**src/sv/endpoint_pair_check_table_macros.svh**
```systemverilog
// Assertion macros for the endpoint pair check table.
// Used by the controller; expects clk_i and rst_ni in the enclosing module.
`ifndef ENDPOINT_PAIR_CHECK_TABLE_MACROS_SVH
`define ENDPOINT_PAIR_CHECK_TABLE_MACROS_SVH

// Clocked assertion that is switched off while reset is asserted.
`define EPCT_ASSERT(lbl, prop, msg) \
  lbl: assert property (@(posedge clk_i) disable iff (!rst_ni) prop) else $error(msg);

// Clocked assertion that also holds during reset.
`define EPCT_ASSERT_ALWAYS(lbl, prop, msg) \
  lbl: assert property (@(posedge clk_i) prop) else $error(msg);

`endif

```
**src/sv/epct_pkg.sv**
```systemverilog
// Shared types, constants and helper functions for the endpoint pair check table.
// No dependencies; used by the controller, the datapath and the top level.
package epct_pkg;

  // Default table depth.
  localparam int TableDepth = 8;

  // Item kinds.
  localparam logic [1:0] KindPacket = 2'd0;
  localparam logic [1:0] KindCreate = 2'd1;
  localparam logic [1:0] KindRemove = 2'd2;
  localparam logic [1:0] KindDrive  = 2'd3;

  // Packet types.
  localparam logic [7:0] PktRequest  = 8'd0;
  localparam logic [7:0] PktResponse = 8'd1;

  // Side states.
  localparam logic [1:0] StInit = 2'd0;
  localparam logic [1:0] StMid  = 2'd1;
  localparam logic [1:0] StDone = 2'd2;

  // Result status codes.
  localparam logic [1:0] StatOk       = 2'd0;
  localparam logic [1:0] StatExists   = 2'd1;
  localparam logic [1:0] StatNotFound = 2'd2;
  localparam logic [1:0] StatFull     = 2'd3;

  // Configuration register indexes and reset values.
  localparam logic CfgRetry   = 1'b0;
  localparam logic CfgTimeout = 1'b1;
  localparam logic [15:0] RetryReset   = 16'd2;
  localparam logic [15:0] TimeoutReset = 16'd10;

  typedef struct packed {
    logic [1:0]  kind;
    logic [47:0] local_endpoint;
    logic [47:0] remote_endpoint;
    logic [7:0]  packet_type;
    logic [31:0] now;
  } in_item_t;

  typedef struct packed {
    logic        entry_valid;
    logic [47:0] pair_local;
    logic [47:0] pair_remote;
    logic        send_request;
    logic [1:0]  responses_sent;
    logic        changed;
    logic [1:0]  out_side_state;
    logic [1:0]  answer_side_state;
    logic        timed_out;
    logic [1:0]  status;
    logic [4:0]  event_total;
    logic        last;
  } out_item_t;

  typedef struct packed {
    logic [47:0] loc;
    logic [47:0] rem;
    logic [1:0]  out_st;
    logic [1:0]  ans_st;
    logic        resend;
    logic [31:0] first_req;
    logic [31:0] last_req;
    logic        pend;
  } entry_t;

  // Datapath operations issued by the controller.
  typedef enum logic [2:0] {
    OP_NONE    = 3'd0,
    OP_CAPTURE = 3'd1,
    OP_SIMPLE  = 3'd2,
    OP_EMPTY   = 3'd3,
    OP_DRIVE   = 3'd4,
    OP_COPY    = 3'd5
  } op_e;

  typedef struct packed {
    op_e  op;
    logic hit;
    logic full;
    logic last;
  } cmd_t;

  typedef struct packed {
    logic       match;
    logic       drop;
    logic       out_free;
    logic [1:0] kind;
    logic       ptype_req;
  } sts_t;

  // Signed modular elapsed time has reached a limit; a zero limit acts as one.
  function automatic logic reached(logic [31:0] now, logic [31:0] then, logic [15:0] lim);
    logic [31:0] d;
    logic [15:0] l;
    d = now - then;
    l = (lim == 16'd0) ? 16'd1 : lim;
    return !d[31] && (d >= {16'd0, l});
  endfunction

endpackage

```
**src/sv/epct_dpath.sv**
```systemverilog
// Datapath of the endpoint pair check table: item register, table storage,
// per-entry update logic, configuration registers and output register. Uses epct_pkg.
module epct_dpath #(
  parameter int Depth = epct_pkg::TableDepth,
  parameter int IdxW  = 3
) (
  input  logic                 clk_i,
  input  logic                 rst_ni,
  input  epct_pkg::in_item_t   in_data_i,
  input  logic                 cfg_valid_i,
  input  logic                 cfg_index_i,
  input  logic [15:0]          cfg_data_i,
  input  epct_pkg::cmd_t       cmd_i,
  input  logic [IdxW-1:0]      rd_idx_i,
  input  logic [IdxW-1:0]      wr_idx_i,
  output epct_pkg::sts_t       sts_o,
  output logic                 out_valid_o,
  output epct_pkg::out_item_t  out_data_o,
  input  logic                 out_stall_i
);

  epct_pkg::in_item_t  item_q;
  epct_pkg::entry_t    table_q [Depth];
  epct_pkg::out_item_t out_q, out_d;
  logic                out_valid_q;
  logic [15:0]         rint_q, tmo_q;
  logic [4:0]          events_q;

  epct_pkg::entry_t    rd_e, smp_e, drv_e;
  epct_pkg::out_item_t smp_res, drv_res;
  logic                smp_wr, smp_valid, drop, req;
  logic [1:0]          smp_stat, resp;
  logic [4:0]          evt_sum;

  assign rd_e = table_q[rd_idx_i];

  // Status back to the controller.
  always_comb begin
    sts_o.match     = (rd_e.loc == item_q.local_endpoint) &&
                      (rd_e.rem == item_q.remote_endpoint);
    sts_o.drop      = drop;
    sts_o.out_free  = !out_valid_q || !out_stall_i;
    sts_o.kind      = item_q.kind;
    sts_o.ptype_req = (item_q.packet_type == epct_pkg::PktRequest);
  end

  // Packet, create and remove handling for one looked-up entry.
  always_comb begin
    if (cmd_i.hit) begin
      smp_e = rd_e;
    end else begin
      smp_e = '0;
      smp_e.loc = item_q.local_endpoint;
      smp_e.rem = item_q.remote_endpoint;
    end
    smp_wr = 1'b0;
    smp_valid = cmd_i.hit;
    smp_stat = cmd_i.hit ? epct_pkg::StatOk : epct_pkg::StatNotFound;
    case (item_q.kind)
      epct_pkg::KindPacket: begin
        if (item_q.packet_type == epct_pkg::PktResponse) begin
          if (cmd_i.hit && smp_e.out_st == epct_pkg::StMid) begin
            smp_e.out_st = epct_pkg::StDone;
            smp_e.pend = 1'b1;
          end
          smp_wr = cmd_i.hit;
        end else if (item_q.packet_type == epct_pkg::PktRequest) begin
          if (!cmd_i.hit && cmd_i.full) begin
            smp_stat = epct_pkg::StatFull;
          end else begin
            if (smp_e.ans_st == epct_pkg::StInit) begin
              smp_e.ans_st = epct_pkg::StMid;
              smp_e.pend = 1'b1;
            end else if (smp_e.ans_st == epct_pkg::StDone) begin
              smp_e.resend = 1'b1;
            end
            smp_wr = 1'b1;
            smp_valid = 1'b1;
            smp_stat = epct_pkg::StatOk;
          end
        end
      end
      epct_pkg::KindCreate: begin
        if (cmd_i.hit) begin
          smp_stat = epct_pkg::StatExists;
        end else if (cmd_i.full) begin
          smp_stat = epct_pkg::StatFull;
        end else begin
          smp_wr = 1'b1;
          smp_valid = 1'b1;
          smp_stat = epct_pkg::StatOk;
        end
      end
      default: begin
      end
    endcase
    smp_res = '0;
    smp_res.last = 1'b1;
    smp_res.status = smp_stat;
    if (smp_valid) begin
      smp_res.entry_valid = 1'b1;
      smp_res.pair_local = smp_e.loc;
      smp_res.pair_remote = smp_e.rem;
      smp_res.out_side_state = smp_e.out_st;
      smp_res.answer_side_state = smp_e.ans_st;
    end
  end

  // Drive pass update of one entry.
  always_comb begin
    drv_e = rd_e;
    req = 1'b0;
    resp = 2'd0;
    drop = 1'b0;
    if (drv_e.out_st == epct_pkg::StInit) begin
      drv_e.out_st = epct_pkg::StMid;
      drv_e.first_req = item_q.now;
      drv_e.last_req = item_q.now;
      drv_e.pend = 1'b1;
      req = 1'b1;
    end
    if (drv_e.out_st == epct_pkg::StMid) begin
      if (epct_pkg::reached(item_q.now, drv_e.first_req, tmo_q)) begin
        drop = 1'b1;
      end else if (epct_pkg::reached(item_q.now, drv_e.last_req, rint_q)) begin
        drv_e.last_req = item_q.now;
        req = 1'b1;
      end
    end
    if (drv_e.ans_st == epct_pkg::StMid) begin
      drv_e.ans_st = epct_pkg::StDone;
      drv_e.pend = 1'b1;
      resp = 2'd1;
    end
    if (drv_e.ans_st == epct_pkg::StDone && drv_e.resend) begin
      drv_e.resend = 1'b0;
      resp = resp + 2'd1;
    end
    evt_sum = events_q + {4'd0, req} + {3'd0, resp};
    drv_res = '0;
    drv_res.entry_valid = 1'b1;
    drv_res.pair_local = drv_e.loc;
    drv_res.pair_remote = drv_e.rem;
    drv_res.send_request = req;
    drv_res.responses_sent = resp;
    drv_res.changed = drv_e.pend;
    drv_res.out_side_state = drv_e.out_st;
    drv_res.answer_side_state = drv_e.ans_st;
    drv_res.timed_out = drop;
    drv_res.status = epct_pkg::StatOk;
    drv_res.event_total = evt_sum;
    drv_res.last = cmd_i.last;
    drv_e.pend = 1'b0;
  end

  // Output beat selection.
  always_comb begin
    case (cmd_i.op)
      epct_pkg::OP_SIMPLE: out_d = smp_res;
      epct_pkg::OP_DRIVE:  out_d = drv_res;
      default: begin
        out_d = '0;
        out_d.last = 1'b1;
      end
    endcase
  end

  // Control registers: output valid, configuration, event count.
  always_ff @(posedge clk_i or negedge rst_ni) begin
    if (!rst_ni) begin
      out_valid_q <= 1'b0;
      rint_q <= epct_pkg::RetryReset;
      tmo_q <= epct_pkg::TimeoutReset;
      events_q <= 5'd0;
    end else begin
      if (cmd_i.op == epct_pkg::OP_SIMPLE || cmd_i.op == epct_pkg::OP_EMPTY ||
          cmd_i.op == epct_pkg::OP_DRIVE) begin
        out_valid_q <= 1'b1;
      end else if (!out_stall_i) begin
        out_valid_q <= 1'b0;
      end
      if (cfg_valid_i) begin
        if (cfg_index_i == epct_pkg::CfgRetry) begin
          rint_q <= cfg_data_i;
        end else begin
          tmo_q <= cfg_data_i;
        end
      end
      if (cmd_i.op == epct_pkg::OP_CAPTURE) begin
        events_q <= 5'd0;
      end else if (cmd_i.op == epct_pkg::OP_DRIVE) begin
        events_q <= evt_sum;
      end
    end
  end

  // Payload registers and table storage.
  always_ff @(posedge clk_i) begin
    if (cmd_i.op == epct_pkg::OP_CAPTURE) begin
      item_q <= in_data_i;
    end
    if (cmd_i.op == epct_pkg::OP_SIMPLE || cmd_i.op == epct_pkg::OP_EMPTY ||
        cmd_i.op == epct_pkg::OP_DRIVE) begin
      out_q <= out_d;
    end
    case (cmd_i.op)
      epct_pkg::OP_SIMPLE: if (smp_wr) table_q[wr_idx_i] <= smp_e;
      epct_pkg::OP_DRIVE:  if (!drop) table_q[wr_idx_i] <= drv_e;
      epct_pkg::OP_COPY:   table_q[wr_idx_i] <= rd_e;
      default: begin
      end
    endcase
  end

  assign out_valid_o = out_valid_q;
  assign out_data_o = out_q;

endmodule

```
**src/sv/epct_ctrl.sv**
```systemverilog
// Controller of the endpoint pair check table: sequences lookup, update,
// compaction and drive passes, and keeps the entry count. Uses epct_pkg and the macros header.
`include "endpoint_pair_check_table_macros.svh"
module epct_ctrl #(
  parameter int Depth = epct_pkg::TableDepth,
  parameter int IdxW  = 3,
  parameter int CntW  = 4
) (
  input  logic            clk_i,
  input  logic            rst_ni,
  input  logic            in_valid_i,
  output logic            in_stall_o,
  input  logic [1:0]      in_kind_i,
  input  epct_pkg::sts_t  sts_i,
  output epct_pkg::cmd_t  cmd_o,
  output logic [IdxW-1:0] rd_idx_o,
  output logic [IdxW-1:0] wr_idx_o
);

  typedef enum logic [4:0] {
    S_IDLE    = 5'b00001,
    S_SCAN    = 5'b00010,
    S_SIMPLE  = 5'b00100,
    S_COMPACT = 5'b01000,
    S_DRIVE   = 5'b10000
  } state_e;

  state_e          state_q, state_d;
  logic [CntW-1:0] cnt_q, cnt_d, i_q, i_d, w_q, w_d;
  logic            hit_q, hit_d;
  logic [IdxW-1:0] hidx_q, hidx_d;
  logic [CntW-1:0] i_inc;
  logic            full, add;

  assign i_inc = i_q + CntW'(1);
  assign full = (cnt_q == CntW'(Depth));
  assign add = !hit_q && !full && ((sts_i.kind == epct_pkg::KindCreate) ||
               (sts_i.kind == epct_pkg::KindPacket && sts_i.ptype_req));
  assign in_stall_o = (state_q != S_IDLE);

  // Next state and datapath commands.
  always_comb begin
    state_d = state_q;
    cnt_d = cnt_q;
    i_d = i_q;
    w_d = w_q;
    hit_d = hit_q;
    hidx_d = hidx_q;
    cmd_o = '0;
    cmd_o.op = epct_pkg::OP_NONE;
    rd_idx_o = i_q[IdxW-1:0];
    wr_idx_o = w_q[IdxW-1:0];
    case (state_q)
      S_IDLE: begin
        if (in_valid_i) begin
          cmd_o.op = epct_pkg::OP_CAPTURE;
          i_d = '0;
          w_d = '0;
          state_d = (in_kind_i == epct_pkg::KindDrive) ? S_DRIVE : S_SCAN;
        end
      end
      S_SCAN: begin
        if (i_q >= cnt_q) begin
          hit_d = 1'b0;
          state_d = S_SIMPLE;
        end else if (sts_i.match) begin
          hit_d = 1'b1;
          hidx_d = i_q[IdxW-1:0];
          state_d = S_SIMPLE;
        end else begin
          i_d = i_inc;
        end
      end
      S_SIMPLE: begin
        rd_idx_o = hidx_q;
        wr_idx_o = hit_q ? hidx_q : cnt_q[IdxW-1:0];
        cmd_o.hit = hit_q;
        cmd_o.full = full;
        if (sts_i.out_free) begin
          cmd_o.op = epct_pkg::OP_SIMPLE;
          if (add) begin
            cnt_d = cnt_q + CntW'(1);
          end
          if (sts_i.kind == epct_pkg::KindRemove && hit_q) begin
            i_d = CntW'(hidx_q);
            state_d = S_COMPACT;
          end else begin
            state_d = S_IDLE;
          end
        end
      end
      S_COMPACT: begin
        rd_idx_o = i_inc[IdxW-1:0];
        wr_idx_o = i_q[IdxW-1:0];
        if (i_inc < cnt_q) begin
          cmd_o.op = epct_pkg::OP_COPY;
          i_d = i_inc;
        end else begin
          cnt_d = cnt_q - CntW'(1);
          state_d = S_IDLE;
        end
      end
      S_DRIVE: begin
        cmd_o.last = (i_inc == cnt_q);
        if (sts_i.out_free) begin
          if (cnt_q == '0) begin
            cmd_o.op = epct_pkg::OP_EMPTY;
            state_d = S_IDLE;
          end else begin
            cmd_o.op = epct_pkg::OP_DRIVE;
            if (!sts_i.drop) begin
              w_d = w_q + CntW'(1);
            end
            i_d = i_inc;
            if (i_inc == cnt_q) begin
              cnt_d = w_d;
              state_d = S_IDLE;
            end
          end
        end
      end
      default: state_d = S_IDLE;
    endcase
  end

  // Control state.
  always_ff @(posedge clk_i or negedge rst_ni) begin
    if (!rst_ni) begin
      state_q <= S_IDLE;
      cnt_q <= '0;
      i_q <= '0;
      w_q <= '0;
      hit_q <= 1'b0;
      hidx_q <= '0;
    end else begin
      state_q <= state_d;
      cnt_q <= cnt_d;
      i_q <= i_d;
      w_q <= w_d;
      hit_q <= hit_d;
      hidx_q <= hidx_d;
    end
  end

  `EPCT_ASSERT(a_cnt_bound, cnt_q <= CntW'(Depth), "entry count above depth")
  `EPCT_ASSERT(a_scan_bound, state_q == S_SCAN |-> i_q <= cnt_q, "scan index past count")
  `EPCT_ASSERT(a_compact_bound, state_q == S_COMPACT |-> i_q < cnt_q,
               "compaction index past count")
  `EPCT_ASSERT(a_drive_end, (state_q == S_DRIVE && cmd_o.op == epct_pkg::OP_DRIVE && cmd_o.last)
               |=> state_q == S_IDLE, "drive pass did not end")

endmodule

```
**src/sv/endpoint_pair_check_table.sv**
```systemverilog
// Top level of the endpoint pair check table.
// Instantiates epct_ctrl and epct_dpath; uses epct_pkg.
//
// Usage: items enter on in_valid_i/in_stall_o/in_data_i and are accepted when
// valid is high and stall is low. Result beats leave on out_valid_o/out_data_o
// and are taken when out_stall_i is low; the last beat of an item has last set.
// Configuration writes use cfg_valid_i/cfg_ready_o with cfg_index_i (0 retry
// interval, 1 check timeout) and cfg_data_i; ready is always high.
// Packet, create and remove items scan the table one entry per cycle, then
// emit one beat once the output register is free; the scan ends at a hit or
// after the last stored entry. Removing an entry compacts the table after the
// beat, moving each later entry down by one. A drive pass emits one beat per
// entry per cycle while the receiver does not stall; an empty table gives a
// single beat. The next item can be taken in the cycle after the last beat is
// loaded (after compaction for a remove). Scans and drive passes walk only the
// stored entries. One item is in work at a time; in_stall_o is high until done.
// A stalled receiver holds the output register and freezes the drive walk.
// Reset empties the table and restores retry interval 2 and timeout 10.
module endpoint_pair_check_table #(
  parameter int Depth = epct_pkg::TableDepth
) (
  input  logic                clk_i,
  input  logic                rst_ni,
  input  logic                in_valid_i,
  output logic                in_stall_o,
  input  epct_pkg::in_item_t  in_data_i,
  output logic                out_valid_o,
  input  logic                out_stall_i,
  output epct_pkg::out_item_t out_data_o,
  input  logic                cfg_valid_i,
  output logic                cfg_ready_o,
  input  logic                cfg_index_i,
  input  logic [15:0]         cfg_data_i
);

  localparam int IdxW = (Depth > 1) ? $clog2(Depth) : 1;
  localparam int CntW = $clog2(Depth + 1);

  epct_pkg::cmd_t  cmd;
  epct_pkg::sts_t  sts;
  logic [IdxW-1:0] rd_idx, wr_idx;

  assign cfg_ready_o = 1'b1;

  epct_ctrl #(.Depth(Depth), .IdxW(IdxW), .CntW(CntW)) u_ctrl (
    .clk_i,
    .rst_ni,
    .in_valid_i,
    .in_stall_o,
    .in_kind_i (in_data_i.kind),
    .sts_i     (sts),
    .cmd_o     (cmd),
    .rd_idx_o  (rd_idx),
    .wr_idx_o  (wr_idx)
  );

  epct_dpath #(.Depth(Depth), .IdxW(IdxW)) u_dpath (
    .clk_i,
    .rst_ni,
    .in_data_i,
    .cfg_valid_i,
    .cfg_index_i,
    .cfg_data_i,
    .cmd_i     (cmd),
    .rd_idx_i  (rd_idx),
    .wr_idx_i  (wr_idx),
    .sts_o     (sts),
    .out_valid_o,
    .out_data_o,
    .out_stall_i
  );

endmodule
```
**config.mk**
```make
export PLATFORM = sky130hd
export DESIGN_NAME = endpoint_pair_check_table
export DESIGN_NICKNAME = d
export VERILOG_FILES = /design/src/sv/epct_pkg.sv /design/src/sv/epct_dpath.sv /design/src/sv/epct_ctrl.sv /design/src/sv/endpoint_pair_check_table.sv
export VERILOG_INCLUDE_DIRS = /design/src /design/src/sv
export SDC_FILE = /design/constraint.sdc
export NUM_CORES = 2
export LEC_CHECK = 0
export BUFFER_PORTS_ARGS = -buffer_cell sky130_fd_sc_hd__buf_2
export CAP_MARGIN = 10
export CORE_AREA = 2 2 408 410
export DETAILED_ROUTE_END_ITERATION = 6
export DIE_AREA = 0 0 410 412
export PLACE_DENSITY_LB_ADDON = 0.2
export SYNTH_ARGS = -nofsm -noshare
export SYNTH_HDL_FRONTEND = slang
export SYNTH_SLANG_ARGS = --single-unit
export TNS_END_PERCENT = 20
```
**constraint.sdc**
```tcl
create_clock -name clk_i -period 15.2 [get_ports clk_i]
set_clock_uncertainty 0.2 [all_clocks]
set_input_delay 1.52 -clock clk_i [delete_from_list [all_inputs] [get_ports clk_i]]
set_output_delay 1.52 -clock clk_i [all_outputs]
set_load 0.02 [all_outputs]
```
---- Word-level counts from Yosys, hierarchy flattened ----
Memory sizes are Yosys's and may differ from the RTL's.
Cells that the tools add are included.
W data, S select, Z words.
cells by class
  $add $sub $neg .......................... 9
  equal/unequal tests ..................... 38
  order comparisons ....................... 4
  multiplexer cells ....................... 113
  reductions and logical operators ........ 41
  bitwise logic cells ..................... 4
operators by type and width
  operator               number
  $mux W166              3
  $pmux W114 S2          1
  $mux W97               1
  $eq A48 B48 Y1         2
  $mux W32               3
  $mux W4                19
  $mux W65               1
  $ge A32 B16 Y1         2
  $sub A32 B32 Y32       2
  $mux W5                12
  $mux W1                40
  $logic_not A16 Y1      2
  $mux W16               2
  $mux W2                14
  $pmux W5 S5            1
  $mux W3                7
  $pmux W4 S5            1
  $ne A2 B2 Y1 const B   7
  $add A4 B1 Y4 const B  3
  $pmux W3 S2            2
  $pmux W3 S4            1
  $pmux W4 S3            1
  $logic_and A1 B1 Y1    10
  $ne A2 B1 Y1 const B   5
  other kinds (41)       67
storage, ports and cells
  memory bits (writable) .................. 1328
  register bits after elaboration ......... 311
  memories kept ........................... 1
  word-level logic and storage cells ...... 237
memory list
  name             depth  width  rd ports  clocked after Yosys merged registers in  wr ports  RTL line          RTL
  u_dpath.table_q  8      166    1         0                                        1         epct_dpath.sv:23  epct_pkg::entry_t table_q [Depth];

---- Depth between registers and ports, before layout ----
An unclocked memory read counts as a cell.
  depth in word-level cells ............... 15
  gate-level depth with buffers ........... 50
  mapped depth without buffers ............ 39

---- Hierarchy ----
A second synthesis with hierarchy kept.
second synthesis, totals
  cell total of the unflattened synthesis .. 4358
  area, all modules ....................... 71572.4 µm²
modules (own cells, without submodules)
  module                     times used  area each (µm²)  cells an instance
  epct_dpath                 1           69765.7          4154
  epct_ctrl                  1           1795.5           202
  endpoint_pair_check_table  1           11.3             2

---- Worst setup path before layout ----
Ideal clock, no wire load.
  path type ............................... reg-to-reg
  start point ............................. register u_ctrl.state_q[4]
  end point ............................... memory u_dpath.table_q[0][0] (netlist name) (enable)
  data required time ...................... 14304 ps
  period minus slack after synthesis ...... 15877 ps
  stages on the path, launching flop included .. 41
  buffers on the path ..................... 10
  library setup time ...................... 696 ps
  arrival time ............................ 14981 ps
  setup slack ............................. -677 ps
  path through ............................ dfrtp_1 > buf_6 > nor3_4 > mux2_2 > nor2_1 > buf_2 > buf_6 > buf_4 > clkbuf_1 > clkbuf_1 > clkbuf_1 > clkbuf_1 > clkbuf_1 > nand2_1 > nand3_1 > nand3_1 > o21ai_0 > mux2i_1 > [5 not listed] > nor3_2 > o21ai_0 > a21oi_1 > xnor2_1 > ha_1 > a211oi_1 > a21oi_1 > a2111oi_0 > o311a_1 > o2111ai_1 > nor4_1 > nand4_1 > and3_1 > buf_2 > nor2_2 > nor2b_1 > a21bo_2 > nor2_1
on the way
  cells in the longest elaborated chain, start to end .. 15
  elaborated cells on any way between the ends .. 40
RTL lines
  element                                             RTL line           RTL
  start: declaration                                  epct_ctrl.sv:28    state_e state_q, state_d;
  start signal: assignment                            epct_ctrl.sv:136   state_q <= state_d;
  $eq A5 B4 Y1 or $eq A5 B3 Y1 (tied branches)        epct_ctrl.sv:53    case (state_q)
  $pmux W3 S2                                         epct_ctrl.sv:53
  $mem_v2 Z8 W166                                     -
  $logic_not A2 Y1                                    epct_dpath.sv:115  if (drv_e.out_st == epct_pkg::StInit) begin
  $mux W65                                            epct_dpath.sv:115
  $sub A32 B32 Y32                                    epct_pkg.sv:98     d = now - then;
  $ge A32 B16 Y1 or $logic_not A1 Y1 (tied branches)  epct_pkg.sv:100    return !d[31] && (d >= {16'd0, l});
  $logic_and A1 B1 Y1                                 epct_pkg.sv:100
  $mux W1                                             epct_dpath.sv:123  if (epct_pkg::reached(item_q.now, drv_e.first_req, tmo_q)) begin
  $mux W1                                             epct_dpath.sv:122  if (drv_e.out_st == epct_pkg::StMid) begin
  $mux W1                                             epct_dpath.sv:208  epct_pkg::OP_DRIVE: if (!drop) table_q[wr_idx_i] <= drv_e;
  $mux W1                                             epct_dpath.sv:206  case (cmd_i.op)
  $mux W1 (not written as such)                       epct_dpath.sv:208
  $or A1 B1 Y1 (no line) (2 in a row)                 -
  end: declaration                                    epct_dpath.sv:23
Parallel ways exist; a longest one is shown, timed or not.

---- Final worst setup path ----
  start point ............................. register u_ctrl.state_q[4]
  end point ............................... memory u_dpath.table_q[7][94] (netlist name) (enable)
The elaborated chain is that of the path after synthesis.

==> flow_metrics.py <==
metrics = {
    "clock_tree": {
        "clock-sinks": 1639,
        "path_clk_slew_ps": 60,
        "clockBufferDepth": 3,
        "htree_levels": 4,
        "cts-resized-gates": 0,
        "cts_tree": "built",
        "hold_buffers": 0,
        "cts_buffers": 173,
        "clk_latency_ps": 820,
        "root_buffer": "clkbuf_16",
        "post_cts_buffers": 0,
    },
    "grt": {
        "grt_pass1_vias": 47770,
        "use_met3": 0.03750,
        "grt_start_max_net_pins": 166,
        "grt_pass1_wl_um": 310000,
        "grt.total_usage": 0.2420,
        "grt_use_met1": 0.3460,
        "antenna_found_initial": 4,
        "grt_util_met2": 0.3854,
        "gr-max-usage-layer": "met2",
        "overflow": 0,
    },
    "sta": {
        "slew_viol_final": 0,
        "fin_crit_ps": 12400,
        "setup_tns_ps": 0,
        "grt_setup_unrepaired": "false",
        "timing.final.crit_share": 0.8155,
        "max_freq_mhz": 80.68,
        "finalSetupViolCount": 0,
        "tightest_slew_ps": 1110,
        "slew_headroom": 0.2560,
        "finalHoldViolations": 0,
    },
    "setup_path": {
        "crit_arrival_ps": 12630,
        "cp_data_required_time_ps": 15430,
        "cp-start-kind": "flop",
        "cp_max_fo": 43,
        "crit_path_end_kind": "flop",
        "worstSetupPathType": "reg -> reg",
        "critPathMaxStageDelay_ps": 860,
        "slowest_stage": "nor2_4",
    },
    "run": {
        "drv_cap": 0,
    },
    "floorplan": {
        "ios": 277,
        "core-area_um2": 164200,
        "row_count": 149,
        "fp.dieH_um": 412,
        "die_w_um": 410,
        "dieArea_um2": 168900,
        "start_util": 0.4484,
    },
    "logic_synthesis": {
        "synth-edff-count": 1580,
        "synth-main-ff-cell": "edfxtp_1",
        "synth_nets": 6521,
        "syn-instance-count": 6253,
        "synth_area_um2": 73650,
        "yosysUniqueCellTypes": 93,
        "yosys_warnings": 0,
        "async_flop_share": 0.03600,
        "syn_avg_cell_area_um2": 11.78,
        "synth-seq-cells": 1639,
        "ys_seq_area_frac": 0.6643,
    },
    "detailed_routing": {
        "ant_nets": 0,
        "vias_per_cell": 5.751,
        "drc": 0,
        "route.final.wire_length_um": 208700,
        "dr.first_iter.drc_count": 5245,
        "num_vias": 50240,
        "routedWlPerCell_um": 23.89,
        "drtPass1Iterations": 6,
    },
    "power_and_ir_drop": {
        "vdd.ir_drop.worst_uv": 191.0,
        "pwr-share-seq": 0.307,
        "p_per_area_nw_per_um2": 219.6,
        "switching_power_w": 0.007766,
        "power_frac_comb": 0.466,
        "switching_share": 0.4271,
        "clockPowerShare": 0.227,
        "cell_internal_pwr_w": 0.01042,
        "p_leak_nw": 29.39,
    },
    "placed_design": {
        "dp_hpwl_um": 122300,
        "place_area_um2": 77250,
        "dp_cells": 8416,
        "place.port_buffers": 275,
        "place_congestion": 0.9248,
    },
    "finish": {
        "final_cell_mix": "nand2_1 (1699), edfxtp_1 (1580), nand3_1 (828)",
        "drive_gt1_frac": 0.1161,
        "stdcell_area_um2": 82800,
        "final_util": 0.5041,
        "area_delta_synth_final_pct": 12.41,
        "diodes": 0,
        "nNetsFinal": 6673,
        "final_common_cell": "nand2_1",
        "fin_cells": 8735,
    },
    "hold_path": {
        "hold_path_class": "reg -> reg",
    },
    "outcome": {
        "status": "finished clean",
    },
}
[routing by layer]
| metal | up-vias | part of all wire |
|---|---|---|
| li1 | 22990 | - |
| met1 | 24890 | 0.44 |
| met2 | 2047 | 0.47 |
| met3 | 307 | 0.071 |
| met4 | 6 | 0.024 |
| met5 | - | 0.00020 |
[critical path, delay by kind of cell, from the launching register on]
kind,cells,cell delay [ps]
flops,1,480
fa+ha+maj,2,620
buf+inv,2,960
xor+xnor,1,170
mux,1,520
compound gates,12,2800
simple gates,14,6210
[power by group through the flow]
stage                     sequential (W)  clock, W  combinational [W]
final                            0.00558   0.00412            0.00847
after global routing             0.00560   0.00436            0.00930
after CTS                        0.00558   0.00419            0.00840
after detailed placement         0.00567         0            0.00835
after global placement           0.00567         0            0.00831
after floorplan                  0.00565         0            0.00594
[sequential cells by signal, indices dropped and copies added (netlist names)]
name	cells
u_ctrl.cnt_q	4
u_ctrl.hidx_q	3
u_ctrl.hit_q	1
u_ctrl.i_q	4
u_ctrl.state_q	5
u_ctrl.w_q	4
u_dpath.events_q	5
u_dpath.item_q	136
u_dpath.out_data_o	114
u_dpath.out_valid_o	1
u_dpath.rint_q	16
u_dpath.sts_o	2
u_dpath.table_q	1328
u_dpath.tmo_q	16
[cell families (layout without fill, tap and decap cells)]
logic type	after synthesis	count (layout)	share of synthesized area
adder cells (fa/ha/maj)	109	109	0.01889
AND/OR/NAND/NOR	2856	2856	0.1682
XOR/XNOR	154	154	0.01831
buffers and inverters	458	751	0.02502
AO/OA/AOI/OAI	759	759	0.06482
other	1	1	0.00005091
multiplexers	277	277	0.04038
flip-flops	1639	1639	0.6643
[per-stage QoR]
step	setup slack, ps	total power, W	hold slack (ps)
3_3_place_gp	3131	0.01398	263.3
4_1_cts	2837	0.01817	289.4
3_5_place_dp	2878	0.01402	274.1
2_1_floorplan	-677.0	0.01158	249.4
6_report	2805	0.01818	288.3
5_1_grt	2006	0.01926	305.9
[cell type report]
type                            instances  area (µm²)
Clock buffer                          223        4569
Clock inverter                         93       952.2
Fill cell                           14170       81450
Inverter                               75       281.5
Multi-Input combinational cell       4156       23050
Sequential cell                      1639       48930
Tap cell                             2189        2739
Timing Repair Buffer                  360        2277
[cell usage after synthesis, types with 14 or more instances]
| master | n | area (µm²) |
|---|---|---|
| a211oi_1 | 14 | 105.1 |
| a21o_1 | 69 | 518.0 |
| a21oi_1 | 102 | 510.5 |
| a31oi_1 | 19 | 118.9 |
| a32o_1 | 38 | 380.4 |
| and2_1 | 15 | 93.84 |
| and3_1 | 20 | 125.1 |
| buf_1 | 78 | 292.8 |
| buf_2 | 24 | 120.1 |
| clkbuf_1 | 264 | 991.0 |
| dfrtp_1 | 55 | 1376 |
| edfxtp_1 | 1580 | 47450 |
| ha_1 | 104 | 1301 |
| inv_1 | 74 | 277.8 |
| mux2_2 | 111 | 1250 |
| mux2i_1 | 155 | 1551 |
| nand2_1 | 1701 | 6385 |
| nand3_1 | 829 | 4149 |
| nand4_1 | 36 | 225.2 |
| nor2_1 | 95 | 356.6 |
| nor2b_1 | 16 | 100.1 |
| nor3_1 | 28 | 140.1 |
| nor4_1 | 40 | 250.2 |
| o211ai_1 | 14 | 105.1 |
| o21ai_0 | 365 | 1827 |
| or3_1 | 14 | 87.58 |
| xnor2_1 | 40 | 350.3 |
| xor2_1 | 114 | 998.5 |
[final timing paths]
check,slack [ps],start,end,depth (start not counted)
max reg2reg,2800,u_ctrl.state_q[4],u_dpath.table_q[7][94],32
min,290,u_dpath.events_q[0],u_dpath.events_q[0],1
min reg2reg,290,u_dpath.events_q[0],u_dpath.events_q[0],1
max,2800,u_ctrl.state_q[4],u_dpath.table_q[7][94],32
max in group asynchronous,13500,rst_ni,u_dpath.tmo_q[8],2
min in group asynchronous,730,rst_ni,u_ctrl.i_q[2],2
Note: power is estimated with default switching activity, not from simulation.
